### config.mk
export PLATFORM = sky130hd
export DESIGN_NAME = cda_iter
export DESIGN_NICKNAME = d
export VERILOG_FILES = /design/src/sv/cda_pkg.sv /design/src/sv/cda_iter.sv
export SDC_FILE = /design/constraint.sdc
export NUM_CORES = 1
export LEC_CHECK = 0
export BUFFER_PORTS_ARGS = -buffer_cell sky130_fd_sc_hd__buf_2
export CAP_MARGIN = 20
export CORE_ASPECT_RATIO = 1.2
export CORE_MARGIN = 4
export CORE_UTILIZATION = 45
export DETAILED_ROUTE_END_ITERATION = 16
export PLACE_DENSITY = 0.7
export SETUP_SLACK_MARGIN = 0.15
export SLEW_MARGIN = 15
export SYNTH_ARGS = -nofsm -noshare
export SYNTH_HDL_FRONTEND = slang
export SYNTH_SLANG_ARGS = --single-unit
### constraint.sdc
create_clock -name aclk -period 9.6 [get_ports aclk]
set_input_delay 0.48 -clock aclk [delete_from_list [all_inputs] [get_ports aclk]]
set_output_delay 0.48 -clock aclk [all_outputs]
set_load 0.01 [all_outputs]
### src/sv/cda_pkg.sv
// Shared types, constants and helpers for the collision displacement accumulator.
`default_nettype none

package cda_pkg;

    localparam int PARTICLES = 1024;
    localparam int FRAC_BITS = 16;
    localparam int IDX_W     = $clog2(PARTICLES);
    localparam int CNT_W     = 16;
    localparam int WORD_W    = 3 * 32 + CNT_W;
    localparam int SCALE_W   = 32 + FRAC_BITS;
    localparam int HALF_W    = SCALE_W / 2;
    localparam int U_W       = FRAC_BITS + 1;

    localparam logic [2:0] MODE_CLEAR    = 3'd0;
    localparam logic [2:0] MODE_PAIR     = 3'd1;
    localparam logic [2:0] MODE_READ     = 3'd2;
    localparam logic [2:0] MODE_SPECULAR = 3'd3;
    localparam logic [2:0] MODE_DIFFUSE  = 3'd4;
    localparam logic [2:0] MODE_AXIS     = 3'd5;
    localparam logic [2:0] MODE_CLR_ALL  = 3'd6;

    localparam logic [1:0] ERR_OK       = 2'd0;
    localparam logic [1:0] ERR_UNZEROED = 2'd1;
    localparam logic [1:0] ERR_ZERO_LEN = 2'd2;
    localparam logic [1:0] ERR_MODE     = 2'd3;

    localparam logic [1:0] AXIS_NONE = 2'd3;

    typedef enum logic {
        IU_DIV,
        IU_SQRT
    } iu_op_t;

    typedef struct packed {
        logic   start;
        iu_op_t op;
    } iu_req_t;

    function automatic logic signed [31:0] sat32(input logic signed [63:0] v);
        logic signed [31:0] r;
        if (v > 64'sd2147483647) begin
            r = 32'sh7fffffff;
        end else if (v < -64'sd2147483648) begin
            r = 32'sh80000000;
        end else begin
            r = v[31:0];
        end
        return r;
    endfunction

    function automatic logic [31:0] mag32(input logic signed [31:0] v);
        logic [31:0] r;
        r = v[31] ? 32'(-v) : 32'(v);
        return r;
    endfunction

    function automatic logic [CNT_W-1:0] inc_sat(input logic [CNT_W-1:0] c);
        logic [CNT_W-1:0] r;
        r = (c == {CNT_W{1'b1}}) ? c : c + 1'b1;
        return r;
    endfunction

endpackage

`default_nettype wire

### src/sv/cda_iter.sv
// Bit-serial unit: 64/32 restoring divide or 64-bit integer square root.
`default_nettype none

module cda_iter (
    input  wire logic            aclk,
    input  wire logic            aresetn,
    input  wire cda_pkg::iu_req_t req,
    input  wire logic [63:0]     num,
    input  wire logic [31:0]     den,
    output logic                 done,
    output logic [63:0]          result
);
    import cda_pkg::*;

    logic        busy_reg;
    logic        done_reg;
    iu_op_t      op_reg;
    logic [5:0]  cnt_reg;
    logic [63:0] num_reg;
    logic [31:0] den_reg;
    logic [35:0] rem_reg;
    logic [63:0] quo_reg;

    logic [32:0] div_rem;
    logic        div_ge;
    logic [35:0] sq_rem;
    logic [35:0] sq_trial;
    logic        sq_ge;

    always_comb begin
        div_rem  = {rem_reg[31:0], num_reg[63]};
        div_ge   = div_rem >= {1'b0, den_reg};
        sq_rem   = {rem_reg[33:0], num_reg[63:62]};
        sq_trial = {2'b00, quo_reg[31:0], 2'b01};
        sq_ge    = sq_rem >= sq_trial;
    end

    always_ff @(posedge aclk) begin
        done_reg <= 1'b0;
        if (!aresetn) begin
            busy_reg <= 1'b0;
            done_reg <= 1'b0;
        end else if (!busy_reg) begin
            if (req.start) begin
                busy_reg <= 1'b1;
                op_reg   <= req.op;
                num_reg  <= num;
                den_reg  <= den;
                rem_reg  <= '0;
                quo_reg  <= '0;
                cnt_reg  <= (req.op == IU_DIV) ? 6'd63 : 6'd31;
            end
        end else begin
            if (op_reg == IU_DIV) begin
                rem_reg <= {3'b000, div_ge ? div_rem - {1'b0, den_reg} : div_rem};
                quo_reg <= {quo_reg[62:0], div_ge};
                num_reg <= {num_reg[62:0], 1'b0};
            end else begin
                rem_reg <= sq_ge ? sq_rem - sq_trial : sq_rem;
                quo_reg <= {quo_reg[62:0], sq_ge};
                num_reg <= {num_reg[61:0], 2'b00};
            end
            cnt_reg <= cnt_reg - 1'b1;
            if (cnt_reg == 6'd0) begin
                busy_reg <= 1'b0;
                done_reg <= 1'b1;
            end
        end
    end

    assign done   = done_reg;
    assign result = quo_reg;

endmodule

`default_nettype wire

==> run summary <==
Status -> finished, final reports clean
End-of-flow core utilization -> 0.531
Ys async rst share -> 0
Yosys cell types -> 68
Port Buffer Count -> 164
Chip Width -> 162 µm
PostCTS Resize Cnt -> 0
Vias per std cell -> 5.58
Fill cells -> 2560
Final Max Slew Viols -> 0
Layout cells sized above 1 -> 0.166
Gr ovfl total -> 0
Hold wc startpoint -> den[22]
Worst EP arrival -> 4.49 ns
Hold_buf cts -> 0
Yosys warning count -> 0
DRT Wirelength -> 32.0 mm
CP Cell Sequence -> ha_1 > a21oi_1 > nor2_1 > a2111oi_0 > a21oi_1 > o21ai_0 > a31oi_1 > nor2_4 > buf_4 > mux2_2 > o211a_1
Psw -> 828 µW
Crit share post-route -> 0.439
Most frequent cells in the layout -> 201 x edfxtp_1, 164 x buf_2, 145 x nor2_1
Syn nets -> 1419
Tmin final -> 4.22 ns
Antenna violations before repair -> 7
Net Sw Frac -> 0.297
Initial core utilization -> 0.458
Mapped cell area -> 0.0128 mm²
Drt drc -> 0
Critical path class -> register to register
IO Pins -> 165
Max VDD drop -> 0.000167 V
Num CTS Buffers -> 24
Core ar. -> 0.0280 mm²
Internal -> 1.96 mW
Clock Tree Root -> clkbuf_16
Final GP Congestion -> 0.961
P per Cell Area -> 187 mW/mm²
Wire per inst -> 17.9 µm
CP top delay family -> compound AO/OA/AOI/OAI gates
Clock Sinks -> 203
DIE AREA -> 0.0312 mm²
Slowest-stage cell, CP -> a2111oi_0
Seq pwr share -> 0.401
Max H-tree Level -> 1
Largest net degree at the start of global routing -> 125
Setup slack, reg-to-reg -> 5.38 ns
Crit. End Element -> register
Buf/Inv on CP -> 1
Clk network pwr share -> 0.352
Worst Setup SP -> rem_reg[7]
Die Y -> 193 µm
Setup violators final -> 0
Leak Pwr -> 6.25 nW
Worst EP required -> 9.87 ns
Critical R2R Launch -> rem_reg[7]
EDFF count, synth -> 201
Post-Syn Instances -> 1251
Comb pwr share -> 0.246
Iteration count of the initial detailed-routing pass -> 5
Total power -> 2.79 mW
Maximum clock frequency -> 0.237 GHz
Initial DRC count -> 525
Final hold viol count -> 0
Vias in the first global route -> 10028
Vias -> 9992
RSZ-0062 raised after global routing -> false
Antenna Violating Nets Remaining -> 0
CP Max Fanout -> 38
Post-synth top flop -> edfxtp_1
TNS Setup -> 0 ns
Maxcap violations -> 0
Clk buf depth -> 3
HP Class -> input pin to register
Commonest non-fill, non-tap cell in the layout -> edfxtp_1
Measured slew at the worst slew-check pin -> 1.01 ns
Syn Area/Cell -> 10.2 µm²
# rows -> 67
CP Launch Type -> register
Post-synthesis sequential area ratio -> 0.474
Tot GR Track Use -> 0.201
Post-CTS setup buffers -> 0
Post-detail-place hpwl -> 23.0 mm
Clock Pin Slew Worst Setup and Hold Paths -> 0.07 ns
Most common cell type on the critical path -> a21oi_1
Area growth syn-to-layout -> 16.1%
CTS tree -> yes
First-pass GRT wire length -> 51.2 mm
Flops & latches, synth -> 203
Final nets -> 1561
Clk_lat worst skew -> 0.52 ns
Worst hold slack -> 0.135 ns
Clock skew -> 0.0133 ns
Crit-path max cell delay -> 0.88 ns
Slew Limit Headroom -> 0.311
power groups by stage:
| stage | clock [mW] | combinational, mW | sequential [mW] |
|---|---|---|---|
| after floorplan | 0 | 0.503 | 1.13 |
| after global placement | 0 | 0.669 | 1.14 |
| after detailed placement | 0 | 0.678 | 1.14 |
| after CTS | 1.00 | 0.682 | 1.12 |
| after global routing | 1.04 | 0.762 | 1.13 |
| final | 0.982 | 0.687 | 1.12 |
area by class of cell:
cell class,instances,area [µm²],share of cell area
clock buffers,27,633,0.0426
repair buffers,177,951,0.0639
diodes,1,2.50,0.000168
multi-input cells,895,6170,0.415
flip-flops and latches,203,6080,0.409
inverters,92,345,0.0232
clock inverters,17,213,0.0143
well taps,379,474,0.0319
synthesized netlist by cell type, types with 6 or more instances:
cell type | n | area (µm²)
edfxtp_1 | 201 | 6040
nor2_1 | 147 | 552
a21oi_1 | 128 | 641
mux2i_1 | 97 | 971
inv_1 | 90 | 338
ha_1 | 67 | 838
nand2_1 | 52 | 195
clkbuf_1 | 46 | 173
and2_1 | 38 | 238
a21o_1 | 37 | 278
xnor2_1 | 36 | 315
o21ai_0 | 33 | 165
a211oi_1 | 30 | 225
xor2_1 | 18 | 158
nand3_1 | 16 | 80.1
nand4_1 | 14 | 87.6
nor3_1 | 14 | 70.1
o22ai_1 | 14 | 87.6
o21a_1 | 13 | 97.6
o21bai_1 | 10 | 75.1
a31oi_1 | 9 | 56.3
buf_1 | 9 | 33.8
and3_1 | 8 | 50.1
nand2b_1 | 8 | 50.1
nor2b_1 | 8 | 50.1
a311oi_1 | 7 | 61.3
o31ai_1 | 7 | 52.6
mux2_2 | 6 | 67.6
nor4_1 | 6 | 37.5
per-stage QoR:
| step | instance area, µm² | instances | worst slack (ns) |
|---|---|---|---|
| final | 14900 | 1791 | 5.38 |
| after global routing | 14900 | 1791 | 5.11 |
| after CTS | 14800 | 1788 | 5.44 |
| after global placement | 14000 | 1744 | 5.50 |
| after floorplan | 12800 | 1251 | 4.34 |
| after detailed placement | 14000 | 1744 | 5.48 |
cell families after synthesis:
| kind of cell | share of synthesized area |
|---|---|
| mux | 0.0811 |
| fa+ha+maj | 0.0670 |
| flops | 0.474 |
| xor+xnor | 0.0369 |
| compound gates | 0.172 |
| simple gates | 0.123 |
| buf+inv | 0.0456 |
worst paths after layout:
kind,endpoint,depth (start not counted)
min reg2reg,done,1
min,den_reg[22],1
max,rem_reg[22],11
max reg2reg,rem_reg[22],11
per-layer routing:
layer	wire length (µm)	GRT usage	vias to the layer above
met5	69	0	-
met4	1060	0.0648	10
met3	2100	0.0440	80
met2	15200	0.350	305
met1	13600	0.249	4684
li1	-	-	4913
Note: power is estimated with default switching activity, not from simulation.
